## src/hdl/rgbamp_pkg.sv

```systemverilog
// Shared types, constants and the channel maximum function of the RGBA 2x2 max pool.
// Depends on nothing.
package rgbamp_pkg;

  localparam int DEF_MAX_WIDTH   = 1024;
  localparam int HEIGHT_LIMIT    = 4096;
  localparam int WIDTH_W         = 11;
  localparam int HEIGHT_W        = 13;
  localparam int ROW_W           = 12;
  localparam int CFG_W           = 13;
  localparam int PIX_W           = 32;
  localparam int CHANNELS        = 4;
  localparam int CHAN_W          = 8;

  localparam logic [WIDTH_W-1:0]  WIDTH_RESET  = 11'd640;
  localparam logic [HEIGHT_W-1:0] HEIGHT_RESET = 13'd480;

  typedef enum logic {
    CFG_IMAGE_WIDTH  = 1'b0,
    CFG_IMAGE_HEIGHT = 1'b1
  } cfg_index_t;

  typedef struct packed {
    logic odd_col;
    logic odd_row;
    logic row_end;
    logic frame_end;
  } pos_info_t;

  function automatic logic [PIX_W-1:0] chan_max(input logic [PIX_W-1:0] a,
                                                 input logic [PIX_W-1:0] b);
    logic [PIX_W-1:0]  r;
    logic [CHAN_W-1:0] x;
    logic [CHAN_W-1:0] y;
    r = '0;
    for (int c = 0; c < CHANNELS; c++) begin
      x = a[c*CHAN_W +: CHAN_W];
      y = b[c*CHAN_W +: CHAN_W];
      r[c*CHAN_W +: CHAN_W] = (x > y) ? x : y;
    end
    return r;
  endfunction

endpackage

```

## src/hdl/rgbamp_pos.sv

```systemverilog
// Configuration registers and raster position counters of the RGBA 2x2 max pool.
// Depends on rgbamp_pkg.
module rgbamp_pos #(
  parameter int MAX_WIDTH = rgbamp_pkg::DEF_MAX_WIDTH,
  parameter int AW        = 9
) (
  input  logic                       clk,
  input  logic                       rst,
  input  logic                       cfg_we,
  input  rgbamp_pkg::cfg_index_t     cfg_index,
  input  logic [rgbamp_pkg::CFG_W-1:0] cfg_data,
  input  logic                       advance,
  output logic [AW-1:0]              idx,
  output rgbamp_pkg::pos_info_t      info
);
  import rgbamp_pkg::*;

  localparam int CW = (MAX_WIDTH > 2) ? $clog2(MAX_WIDTH) : 1;
  localparam int EW = $clog2(MAX_WIDTH + 1);
  localparam int ZW = (EW > WIDTH_W) ? EW : WIDTH_W;
  localparam int HW = HEIGHT_W;

  logic [WIDTH_W-1:0]  width_reg;
  logic [HEIGHT_W-1:0] height_reg;
  logic [CW-1:0]       col;
  logic [ROW_W-1:0]    row;
  logic [CW-1:0]       col_next;
  logic [ROW_W-1:0]    row_next;

  logic [ZW-1:0] wz;
  logic [EW-1:0] w;
  logic [HW-1:0] h;
  logic [CW-1:0] c0;
  logic [HW-1:0] r1;
  logic [HW-1:0] r0;
  logic [HW-1:0] rn;
  logic [EW-1:0] cn;
  logic [EW-1:0] half_idx;

  always_ff @(posedge clk) begin
    if (rst) begin
      width_reg  <= WIDTH_RESET;
      height_reg <= HEIGHT_RESET;
    end else if (cfg_we) begin
      case (cfg_index)
        CFG_IMAGE_WIDTH:  width_reg  <= cfg_data[WIDTH_W-1:0];
        CFG_IMAGE_HEIGHT: height_reg <= cfg_data[HEIGHT_W-1:0];
        default: ;
      endcase
    end
  end

  always_comb begin
    wz = ZW'(width_reg);
    if (wz < ZW'(2)) begin
      w = EW'(2);
    end else if (wz > ZW'(MAX_WIDTH)) begin
      w = EW'(MAX_WIDTH);
    end else begin
      w = EW'(wz);
    end
    if (height_reg < HW'(2)) begin
      h = HW'(2);
    end else if (height_reg > HW'(HEIGHT_LIMIT)) begin
      h = HW'(HEIGHT_LIMIT);
    end else begin
      h = height_reg;
    end

    if (EW'(col) >= w) begin
      c0 = '0;
      r1 = HW'(row) + HW'(1);
    end else begin
      c0 = col;
      r1 = HW'(row);
    end
    r0 = (r1 >= h) ? '0 : r1;

    cn = EW'(c0) + EW'(1);
    rn = r0 + HW'(1);
    if (cn >= w) begin
      col_next = '0;
      row_next = (rn >= h) ? '0 : rn[ROW_W-1:0];
    end else begin
      col_next = CW'(cn);
      row_next = r0[ROW_W-1:0];
    end

    idx            = AW'(c0 >> 1);
    half_idx       = EW'(c0 >> 1) + EW'(1);
    info.odd_col   = c0[0];
    info.odd_row   = r0[0];
    info.row_end   = (half_idx == (w >> 1));
    info.frame_end = info.row_end && (({1'b0, r0} + (HW+1)'(2)) >= {1'b0, h});
  end

  always_ff @(posedge clk) begin
    if (rst) begin
      col <= '0;
      row <= '0;
    end else if (advance) begin
      col <= col_next;
      row <= row_next;
    end
  end

endmodule

```

## config.mk

```make
export PLATFORM = sky130hd
export DESIGN_NAME = rgbamp_pos
export DESIGN_NICKNAME = d
export VERILOG_FILES = /design/src/hdl/rgbamp_pkg.sv /design/src/hdl/rgbamp_pos.sv
export SDC_FILE = /design/constraint.sdc
export NUM_CORES = 1
export LEC_CHECK = 0
export ABC_AREA = 1
export ABC_CLOCK_PERIOD_IN_PS = 8080
export BUFFER_PORTS_ARGS = -buffer_cell sky130_fd_sc_hd__buf_2
export CAP_MARGIN = 20
export CORE_ASPECT_RATIO = 0.9
export CORE_MARGIN = 3
export CORE_UTILIZATION = 55
export DETAILED_ROUTE_END_ITERATION = 10
export PLACE_DENSITY_LB_ADDON = 0.3
export SLEW_MARGIN = 20
export SYNTH_ARGS = -nofsm -noshare
export SYNTH_HDL_FRONTEND = slang
export SYNTH_SLANG_ARGS = --single-unit
```

## constraint.sdc

```tcl
create_clock -name clk -period 8.08 [get_ports clk]
set_clock_uncertainty 0.15 [all_clocks]
set_input_delay 0.404 -clock clk [delete_from_list [all_inputs] [get_ports clk]]
set_output_delay 0.404 -clock clk [all_outputs]
set_load 0.02 [all_outputs]
```

[Yosys cells after proc, flatten, opt, wreduce, memory -nomap -nowiden]
Index checks and enable logic that the tools add are counted.
Word-level totals
  output and inout bits: 13
  latch bits: 0
  register bits after elaboration: 46
  bits in writable memories: 0
  memories kept: 0
  logic and storage cells: 33
  ROM bits: 0
Operators by class
  $mul: 0
  muxes and demuxes: 10
  equal/unequal tests: 1
  divide/modulo/power cells: 0
  order comparisons: 9
  bitwise logic cells: 1
  reduce and logical (&&, ||, !) cells: 3
  add/subtract/negate cells: 5
  shift operators: 0
Operators with widths (number)
  $mux 13: 4
  $ge 13x13->1: 2
  $mux 12: 2
  $mux 11: 2
  $mux 10: 2
  $add 13x2->14 const B: 1
  $ge 14x13->1: 1
  $add 12x1->13 const B: 1
  $add 13x1->13 const B: 1
  $gt 13x13->1 const B: 1
  $lt 13x2->1 const B: 1
  $add 10x1->11 const B: 1
  $ge 10x11->1: 1
  $ge 11x11->1: 1
  $gt 11x11->1 const B: 1
  $lt 11x2->1 const B: 1
  $add 9x1->10 const B: 1
  $eq 10x10->1: 1
  $reduce_and 2->1: 2
  $logic_and 1x1->1: 1
  $not 1->1: 1

[Logic depth before layout (Yosys ltp)]
  depth in word-level cells: 11
  mapped depth: 46
  mapped depth without buffers: 45

[Worst setup path after synthesis]
Ideal clock, no wire load.
  path type: register to register
  start point: register width_reg[5]
  end point: register row[1]
  cell stages (with the launch flop): 44
  buffers on the path: 2
  data required time: 7.873 ns
  data arrival time: 5.824 ns
  period minus slack after synthesis: 6.031 ns
  setup slack: 2.049 ns
  cells stage by stage: dfxtp_1 -> nor2_1 -> nand2_1 -> nor2_1 -> nand2_1 -> o21ai_1 -> o21ai_0 -> ha_1 -> nand3_1 -> nand2_1 -> nand2_1 -> nand2_1 -> nand2_1 -> buf_6 -> buf_4 -> nand3b_1 -> nand2_1 -> inv_1 -> [8 not listed] -> nand3_2 -> inv_1 -> ha_1 -> nand3_2 -> inv_1 -> nand3_1 -> and2_1 -> ha_1 -> a21oi_1 -> o31ai_1 -> a21oi_1 -> and3_1 -> nand2_1 -> nor2_1 -> nand2_1 -> o211ai_1 -> nand2_1 -> inv_1
RTL lines
  start: declaration: line rgbamp_pos.sv:23  | logic [WIDTH_W-1:0] width_reg;
  start signal: assignment: line rgbamp_pos.sv:46  | CFG_IMAGE_WIDTH: width_reg <= cfg_data[WIDTH_W-1:0];
  end signal: assignment: line rgbamp_pos.sv:103  | row <= row_next;
  end: declaration: line rgbamp_pos.sv:26  | logic [ROW_W-1:0] row;

==> key figures <==
Power
  • Lkg Pwr: approximately 2.8 nW
  • Worst vdd ir: 87.6 uV
  • Pwr Total: just under 0.0007 W
  • PD cells: 128 nW/um^2

Cells and area
  • Layout cells sized above 1: 9.83%
  • Max reg flops: 13
  • Most common cell after layout, fill and taps aside: nand2_1
  • Area Growth Syn to Fin: 6.49%
  • # diodes: 0
  • Final Cell Area: 5360 um^2
  • # nets final: 916
  • Commonest non-fill, non-tap cells in the layout: nand2_1 (229), nor2_1 (92), inv_1 (91), ha_1 (65), nand3_1 (56)
  • Fin util: 61.4%
  • Fill cells: 891

CTS
  • CTS tree: built
  • TritonCTS Buffers: 5
  • # H-tree levels: 2
  • Bufs on Longest Clock Path: 2
  • Clock Latency Late Sink: 330 ps
  • CTS Sinks: 46
  • CTS clk-pin slew, worst paths: 120 ps
  • # Post-CTS Setup Buffers: 0
  • CTS Root Cell: clkbuf_8

STA
  • Final period util: 91.5%
  • Final hold violation count: 0
  • Max Slew Vio Count: 0
  • Final setup violation count: 0
  • Fmax: ~0.14 GHz
  • Slew @ Worst Pin: 1020 ps
  • Max-Slew Margin vs Limit: 31.4%
  • Setup ws final: 685 ps
  • Post-layout minimum cycle time: between 7000 and 8000 ps

Setup path
  • WS Path Type: reg2out
  • CP most frequent cell: nand2_1
  • Worst endpoint data arrival time: ~6800 ps
  • RR Startpoint: width_reg[7]
  • Setup crit start: width_reg[7]
  • Worst EP required: 7530 ps
  • Crit-path slowest cell: o21ai_1
  • CP endpoint kind: primary output
  • Crit path max fanout: 17
  • Crit path launch type: register
  • Worst path max stage delay: 430 ps

Logic synthesis
  • Yosys reg bits: 46
  • Cell Area, Synth: around 5000 um^2
  • Yosys top cell area share: between 15 and 20%
  • Synth warnings: 0
  • Sequential-to-total area share from yosys stat: 18.3%
  • Synth unique cells: 40
  • Syn Inst Count: 810
  • Syn avg cell area: 6.21 um^2
  • Syn nets: 893
  • Most area-consuming cells after synthesis: dfxtp_1 (18%), nand2_1 (17%), ha_1 (16%), nor2_1 (6.9%), inv_1 (6.8%)
  • Biggest area consumer among synthesized cells: dfxtp_1

Floorplanning
  • Die area: between 10000 and 15000 um^2
  • Die height: 96.7 um
  • Std-Cell Rows: 32
  • Core ar.: 8730 um^2
  • Starting density of the core: 57.6%
  • Die width: 107 um
  • I/O Pins: 31

Detailed routing
  • Post-DRT Antenna Nets: 0
  • DR WL/cell: roughly 17 um
  • Via count: 5477
  • TritonRoute pass-1 iters: 5
  • Drt initial violations: 467
  • Drt drc: 0
  • Drt via density: 5.75
  • Final wirelength: 16100 um

Run status
  • Status: finished clean

Place
  • Placement Cell Area: 5260 um^2
  • GP Congestion: 0.989
  • I/O Buffers: 30
  • DP Wirelength: 13200 um
  • Place WS: 573 ps

GRT
  • Number of global-route vias before repair: 5094
  • Largest net degree at the start of global routing: 31
  • Initial antenna violation count: 0
  • First-pass GRT wire length: 25500 um
  • Tot GR Track Use: 31.3%
  • Gr ovfl total: 0

Min path
  • Min-delay worst type: in2reg
  • Hold_sp: cfg_data[6]

Job
  • Max_cap viols: 0
## through the flow
| step | hold slack [ps] | setup TNS, ps | instances |
|---|---|---|---|
| after floorplan | 295 | 0 | 810 |
| after global placement | 321 | 0 | 945 |
| after detailed placement | 327 | 0 | 945 |
| after CTS | 149 | 0 | 953 |
| after global routing | 156 | -15.7 | 953 |
| final | 147 | 0 | 953 |
## final timing paths
| check | to | slack [ps] | depth (start not counted) |
|---|---|---|---|
| min | height_reg[6] | 150 | 3 |
| max reg2reg | row[1] | 730 | 42 |
| max | info[0] | 680 | 40 |
| min reg2reg | width_reg[0] | 340 | 2 |
## worst max-delay path: cells and delay by family (launching register included)
family | cells | cell delay (ps)
simple gates | 27 | 3390
xor+xnor | 1 | 150
flops | 1 | 340
buf+inv | 3 | 350
fa+ha+maj | 4 | 1180
compound gates | 5 | 1090
## metal layers
layer / global-route usage (%) / part of all wire, % / vias to the layer above
met1: 45.8 / 45 / 2501
met5: 0 / 0 / -
met4: 7.87 / 1.9 / 0
met3: 8.07 / 11 / 28
met2: 45.6 / 42 / 255
li1: - / - / 2693
## repair_timing
item                       in CTS  in global routing
setup endpoints to repair       0                 11
hold buffers                    0                  0
gates resized for setup         0                  2
## cell usage after synthesis
| cell type | n |
|---|---|
| nand2_1 | 230 |
| nor2_1 | 92 |
| inv_1 | 91 |
| ha_1 | 65 |
| nand3_1 | 56 |
| a21oi_1 | 52 |
| dfxtp_1 | 46 |
| o21ai_0 | 40 |
| xor2_1 | 26 |
| nand4_1 | 13 |
| clkbuf_1 | 12 |
| inv_2 | 9 |
| nor2_4 | 8 |
| nor2_2 | 7 |
| nor3_1 | 7 |
| a22oi_1 | 5 |
| nand2_2 | 5 |
| and2_1 | 4 |
| buf_6 | 4 |
| nand3_2 | 4 |
| nand3b_1 | 4 |
| and3_1 | 3 |
| nand4_2 | 3 |
| o211ai_1 | 3 |
| o21ai_1 | 3 |
| nor4_1 | 2 |
| o21a_1 | 2 |
| xnor2_1 | 2 |
| a21o_1 | 1 |
| a31oi_1 | 1 |
| buf_2 | 1 |
| buf_4 | 1 |
| inv_4 | 1 |
| nand2_4 | 1 |
| nor3b_1 | 1 |
| o2111ai_1 | 1 |
| o221ai_1 | 1 |
| o22ai_1 | 1 |
| o31ai_1 | 1 |
| xor2_2 | 1 |
## logic make-up after synthesis
family | after synthesis | share of synthesized area [%]
AO/OA/AOI/OAI | 111 | 11.8
XOR/XNOR | 29 | 5.20
adder cells (fa/ha/maj) | 65 | 16.2
buffers and inverters | 119 | 9.63
flip-flops | 46 | 18.3
AND/OR/NAND/NOR | 440 | 38.8
## cell type report
type,count,area (um^2),area share [%]
multi-input combinational,645,3630,67.7
sequential,46,921,17.2
inverter,101,382,7.13
timing repair buffer,34,180,3.36
tap,119,149,2.78
clock buffer,5,68.8,1.29
clock inverter,3,28.8,0.537
## power by group
group	switching [W]	internal, W
registers	0.0000125	0.000239
logic	0.000177	0.0000878
clock network	0.000103	0.0000651
total	0.000293	0.000392
No activity file was read; power rests on OpenSTA's default activity.
